[src/sv/mmp_pkg.sv]
`timescale 1ns / 1ps
`default_nettype none

package mmp_pkg;

   // limb layout, radix 2^51
   localparam int LIMB_COUNT = 5;
   localparam int LIMB_BITS  = 51;
   localparam int Z1_BITS    = LIMB_BITS + 1;

   // multiplier operand: a limb or 19 times a limb
   localparam int OP_BITS   = 56;
   localparam int A_LO_BITS = 28;
   localparam int A_HI_BITS = OP_BITS - A_LO_BITS;
   localparam int B_LO_BITS = 26;
   localparam int B_HI_BITS = LIMB_BITS - B_LO_BITS;
   localparam int PP_BITS   = A_LO_BITS + B_LO_BITS;
   localparam int PROD_BITS = OP_BITS + LIMB_BITS;

   // column sums and the carries between them
   localparam int COL_BITS   = PROD_BITS + 3;
   localparam int CARRY_BITS = COL_BITS - LIMB_BITS;
   localparam int FOLD_BITS  = 64;
   localparam int FOLD_HI_BITS = FOLD_BITS - LIMB_BITS;
   localparam int CARRY2_BITS  = FOLD_HI_BITS + 1;

   // pipeline stage positions
   localparam int STG_IN    = 0;
   localparam int STG_PP    = 1;
   localparam int STG_TERM  = 2;
   localparam int STG_COL   = 3;
   localparam int STG_STEP0 = 4;
   localparam int STG_FOLD  = STG_STEP0 + LIMB_COUNT;
   localparam int STG_OUT   = STG_FOLD + 1;
   localparam int PIPE_DEPTH = STG_OUT + 1;

   typedef logic [LIMB_BITS-1:0]  limb_type;
   typedef logic [OP_BITS-1:0]    op_type;
   typedef logic [COL_BITS-1:0]   col_type;
   typedef logic [CARRY_BITS-1:0] carry_type;

   typedef struct packed {
      limb_type x_limb0;
      limb_type x_limb1;
      limb_type x_limb2;
      limb_type x_limb3;
      limb_type x_limb4;
      limb_type y_limb0;
      limb_type y_limb1;
      limb_type y_limb2;
      limb_type y_limb3;
      limb_type y_limb4;
   } mmp_req_type;

   typedef struct packed {
      limb_type               z_limb0;
      logic [Z1_BITS-1:0]     z_limb1;
      limb_type               z_limb2;
      limb_type               z_limb3;
      limb_type               z_limb4;
   } mmp_rsp_type;

   typedef struct packed {
      logic pp_load;
      logic term_load;
      logic col_load;
   } mmp_lane_ctl_type;

   typedef struct packed {
      logic [LIMB_COUNT-1:0] step_load;
      logic                  fold_load;
      logic                  out_load;
   } mmp_merge_ctl_type;

endpackage

`default_nettype wire

[src/sv/mmp_merge.sv]
`timescale 1ns / 1ps
`default_nettype none

module mmp_merge
   import mmp_pkg::*;
(
   input  logic                                 clock,
   input  mmp_merge_ctl_type                    ctl,
   input  logic [LIMB_COUNT-1:0][COL_BITS-1:0]  col,
   output mmp_rsp_type                          rsp_data
);

   logic [LIMB_COUNT-1:0][COL_BITS-1:0]  col_ff   [LIMB_COUNT];
   logic [LIMB_COUNT-1:0][LIMB_BITS-1:0] v_ff     [LIMB_COUNT];
   logic [LIMB_COUNT-1:0][LIMB_BITS-1:0] v_in     [LIMB_COUNT];
   carry_type                            carry_ff [LIMB_COUNT];
   col_type                              acc_in   [LIMB_COUNT];
   logic [FOLD_BITS-1:0]                 fold_ff;
   logic [FOLD_BITS-1:0]                 fold_in;
   logic [LIMB_COUNT-1:0][LIMB_BITS-1:0] fold_v_ff;
   logic [Z1_BITS-1:0]                   low_sum;
   logic [CARRY2_BITS-1:0]               carry2;
   mmp_rsp_type                          rsp_ff;
   mmp_rsp_type                          rsp_in;

   // carry chain, one column per stage
   always_comb begin
      acc_in[0] = col[0];
      v_in[0]   = '0;
      v_in[0][0] = acc_in[0][LIMB_BITS-1:0];
      for (int k = 1; k < LIMB_COUNT; k++) begin
         acc_in[k]  = col_ff[k-1][k] + COL_BITS'(carry_ff[k-1]);
         v_in[k]    = v_ff[k-1];
         v_in[k][k] = acc_in[k][LIMB_BITS-1:0];
      end
   end

   // top carry times 19, as 16 + 2 + 1, kept modulo 2^64
   always_comb begin
      fold_in = (FOLD_BITS'(carry_ff[LIMB_COUNT-1]) << 4)
              + (FOLD_BITS'(carry_ff[LIMB_COUNT-1]) << 1)
              + FOLD_BITS'(carry_ff[LIMB_COUNT-1]);
   end

   // fold into limb 0, spill into limb 1
   always_comb begin
      low_sum = Z1_BITS'(fold_v_ff[0]) + Z1_BITS'(fold_ff[LIMB_BITS-1:0]);
      carry2  = CARRY2_BITS'(low_sum[LIMB_BITS])
              + CARRY2_BITS'(fold_ff[FOLD_BITS-1:LIMB_BITS]);
      rsp_in.z_limb0 = low_sum[LIMB_BITS-1:0];
      rsp_in.z_limb1 = Z1_BITS'(fold_v_ff[1]) + Z1_BITS'(carry2);
      rsp_in.z_limb2 = fold_v_ff[2];
      rsp_in.z_limb3 = fold_v_ff[3];
      rsp_in.z_limb4 = fold_v_ff[4];
   end

   always_ff @(posedge clock) begin
      if (ctl.step_load[0]) begin
         col_ff[0]   <= col;
         v_ff[0]     <= v_in[0];
         carry_ff[0] <= acc_in[0][COL_BITS-1:LIMB_BITS];
      end
      for (int k = 1; k < LIMB_COUNT; k++) begin
         if (ctl.step_load[k]) begin
            col_ff[k]   <= col_ff[k-1];
            v_ff[k]     <= v_in[k];
            carry_ff[k] <= acc_in[k][COL_BITS-1:LIMB_BITS];
         end
      end
      if (ctl.fold_load) begin
         fold_ff   <= fold_in;
         fold_v_ff <= v_ff[LIMB_COUNT-1];
      end
      if (ctl.out_load) begin
         rsp_ff <= rsp_in;
      end
   end

   assign rsp_data = rsp_ff;

endmodule

`default_nettype wire

[config.mk]
export PLATFORM = sky130hd
export DESIGN_NAME = mmp_merge
export DESIGN_NICKNAME = d
export VERILOG_FILES = /design/src/sv/mmp_pkg.sv /design/src/sv/mmp_merge.sv
export SDC_FILE = /design/constraint.sdc
export NUM_CORES = 2
export LEC_CHECK = 0
export BUFFER_PORTS_ARGS = -buffer_cell sky130_fd_sc_hd__clkbuf_2
export CORE_ASPECT_RATIO = 0.5
export CORE_MARGIN = 4
export CORE_UTILIZATION = 35
export CTS_CLUSTER_SIZE = 28
export DETAILED_ROUTE_END_ITERATION = 12
export PLACE_DENSITY = 0.63
export SETUP_SLACK_MARGIN = 0.5
export SLEW_MARGIN = 20
export SYNTH_ARGS = -nofsm -noshare
export SYNTH_HDL_FRONTEND = slang
export SYNTH_MEMORY_MAX_BITS = 65536
export SYNTH_SLANG_ARGS = --single-unit
export TNS_END_PERCENT = 1
[constraint.sdc]
create_clock -name clock -period 7.3 [get_ports clock]
set_input_delay 0.73 -clock clock [delete_from_list [all_inputs] [get_ports clock]]
set_output_delay 0.73 -clock clock [all_outputs]
set_load 0.02 [all_outputs]
==> qor.yml <==
ys_types: 79
drtIter0Drc: 5049
die_area_sq_um: 321700
r2r-start: "fold_ff[17]"
avgRoutedWirePerCell_microns: 23.44
status: "finished clean"
routed_wl_microns: 283400
crit_arrival_ns: 6.95
setup_viol: 0
crit_end: "rsp_data[193]"
min_period_ns: 6.381
slew_violations: 0
num_io_pins: 814
leakage_nw: 46.20
synthTopCellsByCount: "edfxtp_1 (2735), a21oi_1 (411), nand2_1 (376), ha_1 (362), nor2_1 (327)"
rsz0062_at_grt: "yes"
slew-limit-headroom_pct: 19.33
synth_ff_type: "edfxtp_1"
drc: 0
syn2layout_area_growth_pct: 16.31
maxCapViolCount: 0
io_buffers: 813
n_fill_cell: 27785
r2r_slack_ns: 0.92
gp_congestion: 0.9114
drt-pass1-iter-count: 6
async_reset_ff_share_pct: 0
synthesis.area_sq_um: 109200
syn_avg_cell_area_sq_um: 16.16
fp-row-count: 144
synth_edf_count: 2735
hpwl_microns: 213400
yosys-top-cells-area: "edfxtp_1 (75%), ha_1 (4.1%), xnor2_1 (2.5%), xor2_1 (2.1%), a21oi_1 (1.9%)"
critPathMaxStageDelay_ns: 0.49
dpl_cell_area_sq_um: 118400
yosysTopAreaCell: "edfxtp_1"
grt_max_degree: 170
fin_tns_setup_ns: 0
cp-startpoint: "fold_ff[17]"
initial_core_util_pct: 35.31
numCtsBuffers: 268
numPlacedInstances: 11592
synth.top_cell.area_share_pct: 75.18
setup.worst_path.end_class: "flip-flop"
worstReg2RegEnd: "rsp_data[193]"
h-tree-depth: 5
hold_viol: 0
vias_per_cell: 4.935
grt_pass1_wl_microns: 405800
antenna_found_initial: 43
fin_worst_skew_ns: 0.05537
ant_nets: 0
hold_class: "in2reg"
max_freq_ghz: 0.1567
min_period_over_period_pct: 87.42
track_usage_pct: 17.10
root_buffer: "clkbuf_16"
clock_sinks: 2735
yosysMostFrequentCell: "edfxtp_1"
vdd_ir_drop_max_v: 0.0001704
tightest_slew_ns: 1.200
cts_tree: "built"
fin_area_sq_um: 127100
synthesis.nets: 7744
clkLatencyLatePin_ns: 0.83
holdWs_ns: 0.07774
required_ns: 7.87
num_vias: 59672
path_clk_slew_ns: 0.06
core_area_sq_um: 309400
dieHeight_microns: 403.1
fp.dieW_microns: 798.1
grt_pass1_vias: 60166
multi_input_area_sq_um: 25940
worstPathCellList: "ha_1, and3_1, nor3b_1, nand4b_1, a31oi_2, a2111oi_0, buf_4, o31ai_2, nand3_1, a21boi_0, nor2_1, fa_1, fa_1, nor2b_1, o21ai_0, a21boi_0, o21ai_0, a21boi_0, o21ai_0, a21boi_2, o2111ai_1, nor3_1, xor2_1"
synth_warnings: 0
regArea_sq_um: 82130
grt.overflow.total: 0
crit_path_max_fanout: 6
ys_ff_latch: 2735
finalNetCount: 8696
crit_path_start_kind: "flip-flop"
p_per_area_nw_per_um2: 307.4
layout-drive-gt1-share_pct: 16.20
critPathKind: "reg2reg"
crit_slowest_cell: "fa_1"
reg2regPathDepth: 23
synth.yosys.seq_area_share_pct: 75.18
final_cell_count_no_fill: 12091
clockBufferDepth: 4
synth_cells: 6761
worst max-delay path, delay by kind of cell (launching register included):
family / cells / cell delay, ns
AO/OA/AOI/OAI: 11 / 2.66
flip-flops: 1 / 0.38
XOR/XNOR: 1 / 0.09
buffers and inverters: 1 / 0.19
adder cells (fa/ha/maj): 3 / 1.36
AND/OR/NAND/NOR: 7 / 1.45
per-stage QoR:
step           total power, W  worst slack (ns)  util [%]
2_1_floorplan         0.02345             2.007         -
3_3_place_gp          0.02597            0.2539     38.28
3_5_place_dp          0.02600            0.2573     38.28
4_1_cts               0.03950            0.5749     41.05
5_1_grt               0.04078            0.4633     41.07
6_report              0.03907            0.9187     41.08
logic make-up after synthesis:
logic type,share of synthesized area (%)
flops,75.18
simple gates,6.789
buf+inv,1.157
compound gates,6.990
mux,0.01833
fa+ha+maj,5.300
xor+xnor,4.570
area by class of cell:
type                       instances  share of cell area, %
inverter                         144                 0.4254
timing repair buffer             870                  3.746
tap                             4161                  4.097
antenna                           23                0.04529
clock buffer                     321                  5.602
sequential                      2735                  64.63
multi-input combinational       3694                  20.41
clock inverter                   143                  1.041
layer usage:
| layer | up-vias | routed length (microns) | track usage (%) |
|---|---|---|---|
| li1 | 28014 | - | - |
| met1 | 29471 | 106400 | 19.69 |
| met2 | 1633 | 150400 | 31.33 |
| met3 | 554 | 10710 | 2.100 |
| met4 | 0 | 15910 | 8.686 |
| met5 | - | 0 | 0 |
how the worst min path moves through the flow:
stage / from / endpoint / slack, ns / cells after the start
6_report: col[126] / col_ff[0][126] / 0.08 / 1
3_3_place_gp: col_ff[0][893] / col_ff[0][1443] / 0.40 / 0
5_1_grt: col[122] / col_ff[0][122] / 0.01 / 1
3_5_place_dp: col_ff[0][476] / col_ff[0][1026] / 0.40 / 0
2_1_floorplan: col_ff[0][450] / col_ff[0][1000] / 0.40 / 0
4_1_cts: col[126] / col_ff[0][126] / 0.0005 / 1
report_power, final:
part           leakage (nW)  total [W]  switching, W  internal (W)
clock network          4.10     0.0134       0.00579       0.00764
logic                  15.3    0.00557       0.00361       0.00195
registers              26.8     0.0201      0.000730        0.0193
total                  46.2     0.0391        0.0101        0.0289
registers in the layout, summed over array words and instances, names as in the netlist:
| register | count |
|---|---|
| v_ff | 561 |
| col_ff | 1305 |
| fold_v_ff | 255 |
| fold_ff | 64 |
| carry_ff | 294 |
| rsp_data | 256 |
what timing repair did:
action                                  CTS  global route
gates cloned                              0             0
endpoints found under the hold margin    12             0
endpoints found under the setup margin   15            39
setup buffers                             0             0
gates resized for setup                   2             7
hold buffers                             12             0
layout by cell type, fill, tap and decap left out, types with 49 or more instances in the layout:
cell type	n
inv_1	144
fa_1	63
nor4_1	76
o21bai_1	75
edfxtp_1	2735
clkinv_1	49
xnor2_1	309
and3_1	90
ha_1	362
nand2_1	375
nor2_1	327
clkbuf_2	806
nand3_1	175
xor2_1	261
nor3_1	80
clkbuf_16	278
o21ai_0	204
a21o_1	196
a21oi_1	410
nand4_1	197
Note: power is estimated with default switching activity, not from simulation.
